`config.mk`:
```
export PLATFORM = sky130hd
export DESIGN_NAME = lru_key_value_cache_top
export DESIGN_NICKNAME = d
export VERILOG_FILES = /design/src/rtl/lkvc_pkg.sv /design/src/rtl/lru_key_value_cache_top.sv /design/src/rtl/lkvc_cell.sv
export SDC_FILE = /design/constraint.sdc
export NUM_CORES = 1
export LEC_CHECK = 0
export BUFFER_PORTS_ARGS = -buffer_cell sky130_fd_sc_hd__buf_4
export CORE_MARGIN = 4
export CORE_UTILIZATION = 30
export DETAILED_ROUTE_END_ITERATION = 6
export HOLD_SLACK_MARGIN = 0.03
export SYNTH_ARGS = -nofsm -noshare
export SYNTH_HDL_FRONTEND = slang
export SYNTH_SLANG_ARGS = --single-unit
```
`constraint.sdc`:
```
create_clock -name clk -period 7 [get_ports clk]
set_clock_uncertainty 0.1 [all_clocks]
set_input_delay 0.7 -clock clk [delete_from_list [all_inputs] [get_ports clk]]
set_output_delay 0.7 -clock clk [all_outputs]
set_load 0.05 [all_outputs]
```
`src/rtl/lkvc_pkg.sv`:
```
`default_nettype none

package lkvc_pkg;

    localparam int DEPTH_DEF      = 16;
    localparam int KEY_BITS_DEF   = 32;
    localparam int VALUE_BITS_DEF = 32;

    localparam int CAP_W         = 5;
    localparam int CNT_OUT_W     = 5;
    localparam int OPCODE_W      = 2;
    localparam logic [CAP_W-1:0] CAP_RESET = 5'd16;

    typedef enum logic [OPCODE_W-1:0] {
        OP_GET   = 2'd0,
        OP_PEEK  = 2'd1,
        OP_PUT   = 2'd2,
        OP_CLEAR = 2'd3
    } opcode_t;

    // Update strobes broadcast to every cell of the row
    typedef struct packed {
        logic look;        // register the key compare
        logic shift_all;   // every cell takes its neighbor's entry
        logic shift_tail;  // cells at or above the hit take their neighbor's entry
        logic set_valid;   // reload valid from the new entry count
        logic clear;       // drop every entry
    } cell_ctrl_t;

endpackage

`default_nettype wire

```
`src/rtl/lru_key_value_cache_top.sv`:
```
`default_nettype none

// Channel   Dir  Handshake                       Payload
// s_axis    in   s_axis_tvalid / s_axis_tready   tuser: opcode; tdata: key, write_value
// m_axis    out  m_axis_tvalid / m_axis_tready   tuser: hit, evicted; tdata: read_value,
//                                                entry_count
// cfg       in   cfg_valid / cfg_ready           cfg_data: capacity
//
// Each word is handled in order: accept, key compare in every cell, then the row
// shifts and the result is registered. The next word is taken once the row update
// is done. The apply step waits while an earlier result is still held on m_axis.
// Reset empties the row at once (valid bits clear) and loads capacity 16.

module lru_key_value_cache_top
    import lkvc_pkg::*;
#(
    parameter int DEPTH      = DEPTH_DEF,
    parameter int KEY_BITS   = KEY_BITS_DEF,
    parameter int VALUE_BITS = VALUE_BITS_DEF,
    localparam int IN_W      = ((KEY_BITS + VALUE_BITS + 7) / 8) * 8,
    localparam int OUT_W     = ((VALUE_BITS + CNT_OUT_W + 7) / 8) * 8
)
(
    input  wire logic                clk,
    input  wire logic                rst_n,

    input  wire logic                s_axis_tvalid,
    output logic                     s_axis_tready,
    input  wire logic [IN_W-1:0]     s_axis_tdata,   // key, write_value
    input  wire logic [OPCODE_W-1:0] s_axis_tuser,   // opcode

    output logic                     m_axis_tvalid,
    input  wire logic                m_axis_tready,
    output logic      [OUT_W-1:0]    m_axis_tdata,   // read_value, entry_count
    output logic      [1:0]          m_axis_tuser,   // hit, evicted

    input  wire logic                cfg_valid,
    output logic                     cfg_ready,
    input  wire logic [CAP_W-1:0]    cfg_data
);

    localparam int CNT_W = $clog2(DEPTH + 1);
    localparam int CMP_W = ((CNT_W > CAP_W) ? CNT_W : CAP_W) + 1;

    typedef enum logic [1:0] {
        ST_IDLE,
        ST_LOOK,
        ST_APPLY
    } state_t;

    state_t                  state_reg;
    opcode_t                 op_reg;
    logic [KEY_BITS-1:0]     key_reg;
    logic [VALUE_BITS-1:0]   wval_reg;
    logic [CNT_W-1:0]        count_reg, count_next;
    logic [CAP_W-1:0]        capacity_reg;

    logic                    out_valid_reg;
    logic [VALUE_BITS-1:0]   out_value_reg, out_value_next;
    logic [CNT_OUT_W-1:0]    out_count_reg;
    logic                    out_hit_reg, out_hit_next;
    logic                    out_evict_reg, out_evict_next;

    cell_ctrl_t              ctrl;
    logic                    apply;
    logic                    hit;
    logic [VALUE_BITS-1:0]   hit_value;
    logic [KEY_BITS-1:0]     head_key;
    logic [VALUE_BITS-1:0]   head_value;

    logic [CMP_W-1:0]        eff_cap, grown;

    logic [KEY_BITS-1:0]     key_link   [0:DEPTH];
    logic [VALUE_BITS-1:0]   value_link [0:DEPTH];
    logic                    tail_link  [0:DEPTH];
    logic [VALUE_BITS-1:0]   sel_link   [0:DEPTH];

    assign s_axis_tready = (state_reg == ST_IDLE);
    assign cfg_ready     = 1'b1;
    assign m_axis_tvalid = out_valid_reg;
    assign m_axis_tuser  = {out_evict_reg, out_hit_reg};

    always_comb
    begin
        m_axis_tdata = '0;
        m_axis_tdata[VALUE_BITS-1:0]            = out_value_reg;
        m_axis_tdata[VALUE_BITS +: CNT_OUT_W]   = out_count_reg;
    end

    assign apply = (state_reg == ST_APPLY) && (!out_valid_reg || m_axis_tready);

    // Hit position and its value come back up the row to cell 0
    assign tail_link[DEPTH] = 1'b0;
    assign sel_link[DEPTH]  = '0;
    assign hit              = tail_link[0];
    assign hit_value        = sel_link[0];

    assign head_key   = key_reg;
    assign head_value = (op_reg == OP_PUT) ? wval_reg : hit_value;
    assign key_link[0]   = head_key;
    assign value_link[0] = head_value;

    assign eff_cap = (CMP_W'(capacity_reg) > CMP_W'(DEPTH)) ? CMP_W'(DEPTH)
                                                            : CMP_W'(capacity_reg);
    assign grown   = CMP_W'(count_reg) + CMP_W'(1);

    always_comb
    begin
        ctrl           = '0;
        ctrl.look      = (state_reg == ST_LOOK);
        count_next     = count_reg;
        out_hit_next   = 1'b0;
        out_value_next = '0;
        out_evict_next = 1'b0;
        if (apply)
        begin
            unique case (op_reg)
                OP_GET:
                begin
                    out_hit_next    = hit;
                    out_value_next  = hit ? hit_value : '0;
                    ctrl.shift_tail = hit;
                end
                OP_PEEK:
                begin
                    out_hit_next   = hit;
                    out_value_next = hit ? hit_value : '0;
                end
                OP_PUT:
                begin
                    out_hit_next = hit;
                    if (hit)
                    begin
                        ctrl.shift_tail = 1'b1;
                    end
                    else
                    begin
                        ctrl.shift_all = 1'b1;
                        ctrl.set_valid = 1'b1;
                        if (grown > eff_cap)
                        begin
                            out_evict_next = 1'b1;
                        end
                        else
                        begin
                            count_next = grown[CNT_W-1:0];
                        end
                    end
                end
                OP_CLEAR:
                begin
                    ctrl.clear = 1'b1;
                    count_next = '0;
                end
                default:
                begin
                    ctrl.clear = 1'b0;
                end
            endcase
        end
    end

    always_ff @(posedge clk)
    begin
        if (s_axis_tvalid && s_axis_tready)
        begin
            op_reg   <= opcode_t'(s_axis_tuser);
            key_reg  <= s_axis_tdata[KEY_BITS-1:0];
            wval_reg <= s_axis_tdata[KEY_BITS +: VALUE_BITS];
        end
        if (apply)
        begin
            out_value_reg <= out_value_next;
            out_count_reg <= CNT_OUT_W'(count_next);
            out_hit_reg   <= out_hit_next;
            out_evict_reg <= out_evict_next;
        end
    end

    always_ff @(posedge clk or negedge rst_n)
    begin
        if (!rst_n)
        begin
            state_reg     <= ST_IDLE;
            count_reg     <= '0;
            capacity_reg  <= CAP_RESET;
            out_valid_reg <= 1'b0;
        end
        else
        begin
            if (cfg_valid && cfg_ready)
            begin
                capacity_reg <= cfg_data;
            end
            if (apply)
            begin
                count_reg     <= count_next;
                out_valid_reg <= 1'b1;
            end
            else if (m_axis_tready)
            begin
                out_valid_reg <= 1'b0;
            end
            unique case (state_reg)
                ST_IDLE:
                begin
                    if (s_axis_tvalid)
                    begin
                        state_reg <= ST_LOOK;
                    end
                end
                ST_LOOK:
                begin
                    state_reg <= ST_APPLY;
                end
                ST_APPLY:
                begin
                    if (apply)
                    begin
                        state_reg <= ST_IDLE;
                    end
                end
                default:
                begin
                    state_reg <= ST_IDLE;
                end
            endcase
        end
    end

    for (genvar i = 0; i < DEPTH; i++)
    begin : g_cell
        lkvc_cell #(
            .KEY_BITS   (KEY_BITS),
            .VALUE_BITS (VALUE_BITS),
            .CNT_W      (CNT_W),
            .IDX        (i)
        ) u_cell (
            .clk        (clk),
            .rst_n      (rst_n),
            .ctrl       (ctrl),
            .req_key    (key_reg),
            .new_count  (count_next),
            .prev_key   (key_link[i]),
            .prev_value (value_link[i]),
            .key_out    (key_link[i+1]),
            .value_out  (value_link[i+1]),
            .tail_in    (tail_link[i+1]),
            .tail_out   (tail_link[i]),
            .sel_in     (sel_link[i+1]),
            .sel_out    (sel_link[i])
        );
    end

endmodule

`default_nettype wire

```
`src/rtl/lkvc_cell.sv`:
```
`default_nettype none

module lkvc_cell
    import lkvc_pkg::*;
#(
    parameter int KEY_BITS   = KEY_BITS_DEF,
    parameter int VALUE_BITS = VALUE_BITS_DEF,
    parameter int CNT_W      = 5,
    parameter int IDX        = 0
)
(
    input  wire logic                  clk,
    input  wire logic                  rst_n,
    input  wire cell_ctrl_t            ctrl,
    input  wire logic [KEY_BITS-1:0]   req_key,
    input  wire logic [CNT_W-1:0]      new_count,
    input  wire logic [KEY_BITS-1:0]   prev_key,
    input  wire logic [VALUE_BITS-1:0] prev_value,
    output logic      [KEY_BITS-1:0]   key_out,
    output logic      [VALUE_BITS-1:0] value_out,
    input  wire logic                  tail_in,
    output logic                       tail_out,
    input  wire logic [VALUE_BITS-1:0] sel_in,
    output logic      [VALUE_BITS-1:0] sel_out
);

    logic [KEY_BITS-1:0]   key_reg;
    logic [VALUE_BITS-1:0] value_reg;
    logic                  valid_reg;
    logic                  match_reg;
    logic                  take;

    assign key_out   = key_reg;
    assign value_out = value_reg;

    // tail_out: a match sits in this cell or in one further down the row
    assign tail_out = tail_in | match_reg;
    assign sel_out  = sel_in | (match_reg ? value_reg : '0);
    assign take     = ctrl.shift_all | (ctrl.shift_tail & tail_out);

    always_ff @(posedge clk)
    begin
        if (take)
        begin
            key_reg   <= prev_key;
            value_reg <= prev_value;
        end
    end

    always_ff @(posedge clk or negedge rst_n)
    begin
        if (!rst_n)
        begin
            valid_reg <= 1'b0;
            match_reg <= 1'b0;
        end
        else
        begin
            if (ctrl.look)
            begin
                match_reg <= valid_reg && (key_reg == req_key);
            end
            if (ctrl.clear)
            begin
                valid_reg <= 1'b0;
            end
            else if (ctrl.set_valid)
            begin
                valid_reg <= (CNT_W'(IDX) < new_count);
            end
        end
    end

endmodule

`default_nettype wire
```
==> results.md <==
- Worst setup path end: g_cell[14].u_cell.key_out[17]
- Slew HR: 0.193
- RR Startpoint: g_cell[15].u_cell.match_reg
- Synth area leaders: edfxtp_1 (75%), xor2_1 (7.1%), a22oi_1 (2.9%)
- Most frequent cells in the layout: edfxtp_1 (1129), xor2_1 (366), buf_4 (177), a22oi_1 (175), xnor2_1 (149)
- H-tree depth: 3
- Routed wire per std cell: 24.7 um
- Root Driver: clkbuf_16
- Initial core utilization: 0.302
- Main combinational cell family by area after synthesis: XOR/XNOR gates
- Die height: between 300 and 400 um
- Total wire length: about 120 mm
- Seq/Total Area, Yosys: 0.772
- Most common cell after layout, fill and taps aside: edfxtp_1
- Die Wd: roughly 400 um
- Crit-path max FO: 43
- R2R cell count: 7
- Beginning of the critical path: g_cell[15].u_cell.match_reg
- Endpoints failing setup: 0
- CP required: about 7200 ps
- Synthesis Warnings: 0
- GR peak layer: met2
- EDFF count, synth: ~1100
- Mapped cell area: around 0.045 mm2
- Fill cells: around 14000
- Syn Inst Count: between 2000 and 3000
- Status: complete, no violations
- Initial DRC Count: roughly 2600
- Multi-input gate area: 0.00989 mm2
- GPL Wtd Cong: 0.827
- Xor-xnor portion of the synthesized cell area: 0.0994
- Met2 Usage GRT: 0.245
- Via/cell ratio: around 5.0
- Clock sinks: between 1000 and 1500
- Max-cap viol count: 0
- CTS clk-pin slew, worst paths: 60 ps
- Cts bufs inserted: roughly 110
- Final Critical Period: 4810 ps
- Hold Path Class: in2reg
- R2R Setup Slk: about 2200 ps
- DRC: 0
- First-pass GRT wire length: roughly 180 mm
- IO Pins: about 120
- Worst setup SP type: flop
- Gr ovfl total: 0
- Std cell rows: about 140
- Synth cell types: 57
- Routed vias: 24800
- PnR Total Power: between 15 and 20 mW
- Setup CP Type: reg2reg
- Setup repair after global routing missed its margin: false
- VDD IR max: between 200 and 250 uV
- Final period util: 0.687
- DRT Pass-1 Iters: 7
- Adder-Cell Fraction of Synth Area: 0.00165
- PwrDens: slightly above 300 mW/mm2
- Antenna violations before repair: 1
- Dominant cell type by area after synthesis: edfxtp_1
- Mux contribution to synthesized area: 0.000992
- GRT met3 Usage: 0.0288
- GRT Total Usage: 0.152
- CTS tree: done
- Max frequency: ~210 MHz
- IO Port Bufs: 116
- Vias in the first global route: about 25000
- Top cell type's share of synthesized area: 0.747
- Detail Placement HPWL: between 70 and 80 mm
- Ratio of cells with drive above 1 in the final layout: 0.129
- Post_cts resized: 0
- Die area: between 0.15 and 0.2 mm2
- Worst skew pair latency: 730 ps
- Avg Synthesized Cell Area: 17.1 um2
- Reg area: roughly 0.035 mm2
- Largest net degree at the start of global routing: 66
- Least-Margin Pin Slew: 1210 ps
- Critical Path End Type: flop
- Nets: 2929
- CTS max path bufs: 3
- Prevailing post-synth register cell: edfxtp_1
- Final TNS setup: 0 ps
- Area Overhead vs Synth: 16.6%
- Number of synthesized register bits: approximately 1200
- Core Region: 0.150 mm2
- Fin. max-slew vios: 0
- Final hold violations: 0
- Synth Area in Simple Gates: 0.0498
- Pleak: 16.9 nW
- Data arrival time of the worst path: just over 5000 ps
- Post-synthesis compound-gate area fraction: 0.0616
- Final ANT Viol Nets: 0
- R2r endpoint: g_cell[14].u_cell.key_out[17]
- Post CTS Setup Buffer Count: 0
- Hold buffers post-CTS: 50
- Grt met1 use: 0.203
- Ys async rst share: 0.0383
## cell type report
type,instances,area share
antenna,1,0.0000473
clock inverter,71,0.0123
timing repair buffer,228,0.0350
inverter,6,0.000449
clock buffer,137,0.0551
multi-input combinational,1325,0.187
sequential,1174,0.662
tap,2016,0.0477
## metrics by stage
step	area [um2]	setup WS [ps]	cells	hold WS, ps	utilization
2_1_floorplan	45400	-575	2664	304	-
3_3_place_gp	48800	2150	4699	329	0.325
3_5_place_dp	48800	2060	4699	334	0.325
4_1_cts	52900	2230	4957	30.1	0.352
5_1_grt	52900	2100	4957	44.9	0.352
6_report	52900	2190	4958	76.5	0.352
## logic make-up (layout without fill, tap and decap cells)
| kind of cell | Yosys count | count (layout) |
|---|---|---|
| buffers and inverters | 165 | 442 |
| DFF | 1174 | 1174 |
| xor gates and xnor gates | 515 | 515 |
| other | 2 | 5 |
| adders and majority gates | 6 | 6 |
| AOI/OAI and AO/OA | 367 | 367 |
| and+or+nand+nor | 429 | 429 |
| muxes | 4 | 4 |
## how the worst min path moves through the flow
stage                                   start                             end  slack [ps]  cells past startpoint
4_1_cts                       s_axis_tdata[1]                     head_key[1]          30                      1
2_1_floorplan                           rst_n                 capacity_reg[0]         300                      0
6_report                     s_axis_tdata[52]                    wval_reg[20]          80                      1
5_1_grt                       s_axis_tdata[7]                     head_key[7]          40                      1
3_3_place_gp   g_cell[6].u_cell.value_out[29]  g_cell[7].u_cell.value_out[29]         330                      0
3_5_place_dp    g_cell[9].u_cell.value_out[4]  g_cell[10].u_cell.value_out[4]         330                      0
## worst max-delay path: stages, from the launching register on
cell     delay, ps
dfrtp_2        380
buf_4          310
or4_4          650
or3_1          420
or2_1          350
or3_2          880
o21ai_4        570
buf_4          660
## where the power goes
group	internal, mW	switching (mW)
clock network	3.30	2.64
logic	0.587	1.32
registers	8.29	0.334
## per-layer routing
| metal | wire length, um | up-vias |
|---|---|---|
| met5 | 0 | - |
| met4 | 4680 | 0 |
| met3 | 9810 | 229 |
| met2 | 57300 | 1292 |
| met1 | 50600 | 12600 |
| li1 | - | 10700 |
## cells in the mapped netlist (20+ instances only)
cell type     n
nand2_1      25
dfrtp_1      44
buf_1        25
nor4_1       99
nand3_1      48
clkbuf_1    123
xnor2_1     149
xor2_1      366
o21ai_0      20
edfxtp_1   1129
a22o_1       58
nor3_1       25
a22oi_1     175
nor2_1      115
a221oi_1     42
a21oi_1      38
nand4_1      88
Note: power is estimated with default switching activity, not from simulation.
